`config.mk`:
```
export PLATFORM = sky130hd
export DESIGN_NAME = acdl_out_fifo
export DESIGN_NICKNAME = d
export VERILOG_FILES = /design/src/sv/alignment_column_distinct_letters_macros.svh /design/src/sv/acdl_pkg.sv /design/src/sv/acdl_out_fifo.sv
export SDC_FILE = /design/constraint.sdc
export NUM_CORES = 1
export LEC_CHECK = 0
export BUFFER_PORTS_ARGS = -buffer_cell sky130_fd_sc_hd__buf_4
export CAP_MARGIN = 20
export CORE_UTILIZATION = 30
export CTS_BUF_LIST = sky130_fd_sc_hd__clkbuf_4
export CTS_CLUSTER_SIZE = 10
export DETAILED_ROUTE_END_ITERATION = 10
export SLEW_MARGIN = 20
export SYNTH_ARGS = -nofsm -noshare
export SYNTH_HDL_FRONTEND = slang
export SYNTH_SLANG_ARGS = --single-unit
```
`constraint.sdc`:
```
create_clock -name i_clk -period 1.85 [get_ports i_clk]
set_input_delay 0 -clock i_clk [delete_from_list [all_inputs] [get_ports i_clk]]
set_output_delay 0 -clock i_clk [all_outputs]
set_load 0.1 [all_outputs]
```
`src/sv/alignment_column_distinct_letters_macros.svh`:
```
// Assertion macros shared by the RTL of the column letter counter.
// Depends on nothing; the asserting module supplies i_clk and i_rst_n.
`ifndef ALIGNMENT_COLUMN_DISTINCT_LETTERS_MACROS_SVH
`define ALIGNMENT_COLUMN_DISTINCT_LETTERS_MACROS_SVH

`ifndef ASSERT_OFF
// Checked only out of reset.
`define ACDL_ASSERT(lbl, prop, msg) \
    lbl: assert property (@(posedge i_clk) disable iff (!i_rst_n) prop) else $error(msg);
// Checked at every edge, reset included.
`define ACDL_ASSERT_ALWAYS(lbl, prop, msg) \
    lbl: assert property (@(posedge i_clk) prop) else $error(msg);
`else
`define ACDL_ASSERT(lbl, prop, msg)
`define ACDL_ASSERT_ALWAYS(lbl, prop, msg)
`endif

`endif

```
`src/sv/acdl_pkg.sv`:
```
// Shared types and constants of the column letter counter.
// No dependencies; used by the output queue, the top level and the testbench.
`default_nettype none

package acdl_pkg;

    localparam int MAX_COLUMNS  = 16384;
    localparam int COL_W        = $clog2(MAX_COLUMNS);
    localparam int LETTER_COUNT = 26;
    localparam int CNT_W        = 5;
    localparam int DIGIT_W      = 7;
    localparam int LEN_W        = 15;

    // Output queue
    localparam int OB_DEPTH = 2;
    localparam int OB_PTR_W = 1;
    localparam int OB_CNT_W = 2;

    // Item modes
    localparam logic [1:0] MODE_ACCUM = 2'd0;
    localparam logic [1:0] MODE_READ  = 2'd1;
    localparam logic [1:0] MODE_CLEAR = 2'd2;

    // Register indexes
    localparam logic CFG_PROTEIN_MODE = 1'b0;
    localparam logic CFG_COLUMN_COUNT = 1'b1;

    localparam logic [LEN_W-1:0] COLUMN_COUNT_RST = 15'd16384;

    // ASCII codes
    localparam logic [7:0] CH_UA = 8'h41;  // 'A'
    localparam logic [7:0] CH_UZ = 8'h5A;  // 'Z'
    localparam logic [7:0] CH_LA = 8'h61;  // 'a'
    localparam logic [7:0] CH_LZ = 8'h7A;  // 'z'
    localparam logic [7:0] CH_UB = 8'h42;
    localparam logic [7:0] CH_UC = 8'h43;
    localparam logic [7:0] CH_UG = 8'h47;
    localparam logic [7:0] CH_UJ = 8'h4A;
    localparam logic [7:0] CH_UO = 8'h4F;
    localparam logic [7:0] CH_UT = 8'h54;
    localparam logic [7:0] CH_UU = 8'h55;
    localparam logic [DIGIT_W-1:0] CH_ZERO = 7'h30;
    localparam logic [DIGIT_W-1:0] CH_TEN  = 7'h37;  // 'A' - 10

    localparam logic [CNT_W-1:0] DIGIT_SPLIT = 5'd10;

    typedef struct packed {
        logic [1:0]       mode;
        logic [COL_W-1:0] column;
        logic [7:0]       char_code;
    } t_in_item;

    typedef struct packed {
        logic [COL_W-1:0]   out_column;
        logic [CNT_W-1:0]   distinct_count;
        logic [DIGIT_W-1:0] digit_char;
    } t_out_item;

    // Queue status seen by the issue logic
    typedef struct packed {
        logic [OB_CNT_W-1:0] count;
        logic                pop;
    } t_ob_status;

endpackage

`default_nettype wire

```
`src/sv/acdl_out_fifo.sv`:
```
// Two-entry result queue between the read stage and the output channel.
// Depends on acdl_pkg for the result type and queue sizes.
`default_nettype none

module acdl_out_fifo
    import acdl_pkg::*;
(
    input  wire logic       i_clk,
    input  wire logic       i_rst_n,
    input  wire logic       i_push,
    input  wire t_out_item  i_push_item,
    output t_ob_status      o_status,
    output logic            o_valid,
    input  wire logic       i_ready,
    output t_out_item       o_item
);

    t_out_item           r_slot [OB_DEPTH];
    logic [OB_PTR_W-1:0] r_wr_ptr, n_wr_ptr;
    logic [OB_PTR_W-1:0] r_rd_ptr, n_rd_ptr;
    logic [OB_CNT_W-1:0] r_count, n_count;
    logic                pop;

    assign o_valid = (r_count != '0);
    assign pop     = o_valid && i_ready;
    assign o_item  = r_slot[r_rd_ptr];

    assign o_status.count = r_count;
    assign o_status.pop   = pop;

    always_comb begin
        n_wr_ptr = r_wr_ptr + OB_PTR_W'(i_push);
        n_rd_ptr = r_rd_ptr + OB_PTR_W'(pop);
        n_count  = r_count + OB_CNT_W'(i_push) - OB_CNT_W'(pop);
    end

    always_ff @(posedge i_clk) begin
        if (!i_rst_n) begin
            r_wr_ptr <= '0;
            r_rd_ptr <= '0;
            r_count  <= '0;
        end else begin
            r_wr_ptr <= n_wr_ptr;
            r_rd_ptr <= n_rd_ptr;
            r_count  <= n_count;
        end
    end

    always_ff @(posedge i_clk) begin
        if (i_push) begin
            r_slot[r_wr_ptr] <= i_push_item;
        end
    end

endmodule

`default_nettype wire

```
==> results.json, run 1 <==
{
  "nets": 237,
  "netlist_area_um2": 2235,
  "start_kind": "register",
  "hp-class": "input pin to register",
  "ctsResizeCount": 0,
  "placed_cells": 263,
  "synth_cells": 104,
  "rows": 31,
  "final_hold_viol_count": 0,
  "yosysSeqAreaShare": 0.7436,
  "synthFlopType": "edfxtp_1",
  "max_freq_mhz": 628.9,
  "ys_warn_count": 0,
  "slew_headroom": 0.8093,
  "synth_nets": 138,
  "min_from": "i_ready",
  "cp.required_ns": 1.85,
  "total_power_mw": 4.865,
  "r2r-start": "r_count[0]",
  "fin_crit_sh": 0.8595,
  "dr.pass1.iters": 3,
  "crit_buf_inv": 2,
  "n_fill_cell": 655,
  "fin_setup_tns_ns": 0,
  "critPathCaptureType": "output pin",
  "ir_drop_mv": 0.5327,
  "groute.usage.overall": 0.1069,
  "ctsHoldBuffers": 28,
  "status": "finished clean",
  "numCtsBuffers": 9,
  "drt.antenna.violating_nets": 0,
  "crit_type": "register to output pin",
  "area_delta_synth_final_pct": 45.80,
  "cts_tree": "yes",
  "io_buffers": 59,
  "root_buffer": "clkbuf_4",
  "drive_gt1_frac": 0.5192,
  "yosys-top-cells-count": "edfxtp_1, mux2_4, mux2_2",
  "layout.cells.non_filler": 307,
  "period_needed_ns": 1.590,
  "cts_setup_buffers": 0,
  "io_pins": 60,
  "synth_top_area_frac": 0.6988,
  "critPathMaxFanout": 23,
  "htreeDepth": 3,
  "fin_worst_skew_ns": 0.01968,
  "max_stage_delay_ns": 0.39,
  "setup_viol": 0,
  "cts.sinks": 57,
  "synth-edff-count": 52,
  "route.detailed.drc": 0,
  "crit_chain": "buf_12 -> mux2_2 -> buf_4",
  "synthTopCellsByArea": "edfxtp_1, mux2_4, dfxtp_1",
  "avgRoutedWirePerCell_um": 12.63,
  "grt_pass1_wl_um": 5816,
  "dp_hpwl_um": 2448,
  "ys_seq_elements": 57,
  "worst_path_max_delay_cell": "dfxtp_2",
  "die_h_um": 88.31,
  "cp_top_family": "buffers and inverters",
  "postSynth.asyncResetShare": 0,
  "die_width_um": 88.31,
  "power_density_nw_per_um2": 1493,
  "clk_path_buf_depth": 2,
  "via_count": 1214,
  "antenna_found_initial": 0,
  "grt_pass1_vias": 1292,
  "grt_max_degree": 24,
  "drt_iter0_drc": 43,
  "yosysTopAreaCell": "edfxtp_1",
  "gp_congestion": 0.6235,
  "viasPerCell": 3.954,
  "synth_cell_type_count": 17,
  "drt-total-wl_um": 3878,
  "leakagePower_nw": 1.302,
  "initial_core_util": 0.3097,
  "synth.most_common_cell": "edfxtp_1",
  "cts.clk_slew.worst_paths_ns": 0.09,
  "n_antenna_cell": 0,
  "rsz0062_at_grt": "no",
  "arrival_ns": 1.59,
  "slew_violations": 0,
  "overflow": 0,
  "fp.dieArea_um2": 7798,
  "core_area_um2": 7214,
  "syn_area_per_cell_um2": 21.49,
  "worst_pin_slew_ns": 0.2884,
  "worstSkewPairLatency_ns": 0.38,
  "drv_cap": 0
}
final timing paths:
path                            depth (start not counted)  slack, ns         end
worst max-delay path                                    3       0.26  o_item[17]
worst min-delay path                                    3       0.06    r_rd_ptr
worst max register to register                          6       0.42  r_count[1]
worst min register to register                          2       0.50    r_rd_ptr
report_power, final:
part           leakage, nW  internal [mW]  switching [mW]
Sequential           0.530           1.53          0.0497
Combinational        0.676          0.617            1.54
Clock               0.0957          0.694           0.438
sequential cells by signal (all words and copies together) (netlist names), named ones only:
register and flops:
r_rd_ptr 1, r_wr_ptr 1, r_count 2, r_slot 52
through the flow:
step                setup slack (ns)    util  hold WS [ns]  cell area [um^2]
detailed placement            0.4230  0.3876        0.1875              2796
global route                  0.1704  0.4516       0.05083              3258
CTS                           0.2023  0.4516       0.02262              3258
finish                        0.2599  0.4516       0.05712              3258
global placement              0.4701  0.3876        0.1849              2796
floorplan                     0.1260       -       0.09887              2237
cells by family after synthesis:
kind of cell | after synthesis | synth area share
AO/OA/AOI/OAI | 1 | 0.003361
XOR/XNOR | 1 | 0.01008
adder cells (fa/ha/maj) | 4 | 0.02240
buffers and inverters | 7 | 0.03136
flip-flops | 57 | 0.7436
multiplexers | 28 | 0.1736
AND/OR/NAND/NOR | 6 | 0.01568
worst min-delay path, delay by kind of cell:
kind / cells / cell delay (ns)
buffers and inverters: 1 / 0.08
AOI/OAI and AO/OA: 1 / 0.20
muxes: 1 / 0.10
cell usage in the layout, fill, tap and decap left out:
| cell | instances |
|---|---|
| and2_1 | 1 |
| clkbuf_4 | 10 |
| buf_4 | 63 |
| inv_1 | 3 |
| mux2_4 | 20 |
| nand2_1 | 1 |
| mux2_2 | 6 |
| ha_1 | 4 |
| nor2b_1 | 2 |
| clkinv_1 | 2 |
| xnor3_1 | 1 |
| dfxtp_2 | 3 |
| dfxtp_1 | 2 |
| o21a_1 | 1 |
| dlygate4sd3_1 | 28 |
| or2_2 | 1 |
| buf_12 | 1 |
| bufinv_16 | 3 |
| mux2i_1 | 2 |
| edfxtp_1 | 52 |
| clkinv_4 | 1 |
| nand2b_1 | 1 |
area by class of cell:
type,count,area (um^2),share of cell area
inverters,3,11.26,0.003456
clock buffers,10,75.07,0.02304
repair buffers,92,773.2,0.2373
well taps,99,123.9,0.03802
multi-input cells,40,503.0,0.1544
flip-flops and latches,57,1665,0.5111
clock inverters,6,106.4,0.03264
per-layer routing:
layer / GRT usage / wire [um]
met2: 0.1783 / 2012
met1: 0.1159 / 1611
met4: 0.07478 / 72
met3: 0.03358 / 181
met5: 0 / 0
Note: power is estimated with default switching activity, not from simulation.
==> inputs of run 2 (changes only) <==
CELL_PAD_IN_SITES_DETAIL_PLACEMENT = 0   (was not set)
CELL_PAD_IN_SITES_GLOBAL_PLACEMENT = 1   (was not set)
PLACE_DENSITY_LB_ADDON = 0.1   (was not set)
==> run 2 against run 1 <==
- the flow now finishes with violations (design-rule violations)
- sequential power barely moved
- register-to-register slack about the same
- total power decreased by 5.6%
- via count down 0.16%
- clock power decreased by 23%
- sequential cell count stayed put
- largest cell class unchanged
- critical path depth unchanged
- wire length down 0.10%
==> results.json, run 2 (same netlist as run 1, synthesis figures left out) <==
{
  "slew_headroom": 0.8146,
  "rows": 31,
  "post-route-cell-area_um2": 3206,
  "nets": 238,
  "root_buffer": "clkbuf_4",
  "route.detailed.drc": 2,
  "die_width_um": 88.31,
  "multi_input_area_um2": 503.0,
  "drive_gt1_frac": 0.5263,
  "cp.required_ns": 1.85,
  "drt-total-wl_um": 3874,
  "layout_commonest_cell": "buf_4",
  "reg.largest.list": "r_slot (52), r_count (2)",
  "n_fill_cell": 674,
  "final_hold_viol_count": 0,
  "via_count": 1212,
  "layout_common_cells": "buf_4, edfxtp_1, dlygate4sd3_1",
  "top_register": "r_slot",
  "seq_area_um2": 1665,
  "dr.pass1.iters": 7,
  "antenna_found_initial": 0,
  "cts.clk_slew.worst_paths_ns": 0.08,
  "cts_tree": "yes",
  "htreeDepth": 3,
  "power_density_nw_per_um2": 1433,
  "pre_cts_slack_ns": 0.4178,
  "initial_core_util": 0.3097,
  "overflow": 0,
  "max_freq_mhz": 643.0,
  "fin_worst_skew_ns": 0.01236,
  "status": "finished with violations",
  "dp_hpwl_um": 2613,
  "crit_type": "register to output pin",
  "numCtsBuffers": 9,
  "slew_violations": 0,
  "gp_congestion": 0.5972,
  "drt_iter0_drc": 27,
  "groute.usage.overall": 0.1083,
  "critPathCaptureType": "output pin",
  "drv_cap": 0,
  "fp.dieArea_um2": 7798,
  "violations": "design-rule violations",
  "largest_reg_flops": 52,
  "n_antenna_cell": 0,
  "grt_pass1_vias": 1297,
  "grt_max_degree": 15,
  "ctsHoldBuffers": 28,
  "fin_setup_tns_ns": 0,
  "rsz0062_at_grt": "no",
  "io_buffers": 59,
  "postLayoutCoreUtil": 0.4443,
  "ctsResizeCount": 0,
  "die_h_um": 88.31,
  "core_area_um2": 7214,
  "leakagePower_nw": 1.287,
  "io_pins": 60,
  "cts.sinks": 57,
  "hp-class": "input pin to register",
  "grt_pass1_wl_um": 5851,
  "viasPerCell": 3.935,
  "period_needed_ns": 1.555,
  "fin_crit_sh": 0.8407,
  "critPathMaxFanout": 14,
  "clk_path_buf_depth": 2,
  "arrival_ns": 1.56,
  "ir_drop_mv": 0.6186,
  "area_delta_synth_final_pct": 43.45,
  "worstSkewPairLatency_ns": 0.38,
  "drt.antenna.violating_nets": 0,
  "placed_cell_area_um2": 2791,
  "start_kind": "register",
  "cts_setup_buffers": 0,
  "setup_ws_ns": 0.2947,
  "avgRoutedWirePerCell_um": 12.58,
  "setup_viol": 0,
  "worst_pin_slew_ns": 0.2781
}
==> run 2: changes by cell type in the layout (fill, tap and decap cells not counted), sizes merged <==
cell    previous run  this run
clkbuf            10        12
bufinv             3         1
buf               64        65
==> run 2: report_power, final <==
part	internal, mW	leakage, nW	switching (mW)
logic	0.608	0.678	1.55
clock network	0.450	0.0787	0.417
registers	1.53	0.530	0.0418
==> run 2: final timing paths <==
| path | depth (start not counted) | startpoint | to | slack [ns] |
|---|---|---|---|---|
| worst max register to register | 6 | r_count[0] | r_count[1] | 0.42 |
| worst min register to register | 2 | r_rd_ptr | register | 0.49 |
| worst max-delay path | 3 | register | o_item[5] | 0.29 |
| worst min-delay path | 3 | i_ready | register | 0.04 |
==> run 2: layout make-up <==
type	count	share of cell area
sequential	57	0.5195
timing repair buffer	93	0.2397
multi-input combinational	40	0.1569
tap	99	0.03864
clock buffer	12	0.02810
clock inverter	4	0.01366
inverter	3	0.003513
==> run 2: critical path, cell delays in order (launching register included) <==
cell	delay, ns
dfxtp_2	0.33
buf_4	0.28
mux2_4	0.33
buf_4	0.23
==> run 2: metal layers <==
layer | vias up | track usage | wire [um]
li1 | 598 | - | -
met1 | 573 | 0.1115 | 1626
met2 | 39 | 0.1811 | 2012
met3 | 2 | 0.05970 | 207
met4 | 0 | 0.04839 | 27
met5 | - | 0 | 0
==> run 2: metrics by stage <==
stage                     hold slack (ns)  power (mW)  std cells
after floorplan                   0.09887       3.404        104
after CTS                        0.008306       4.657        308
after global routing              0.02360       4.793        308
after detailed placement           0.1880       3.729        264
after global placement             0.1853       3.710        264
final                             0.03854       4.593        308
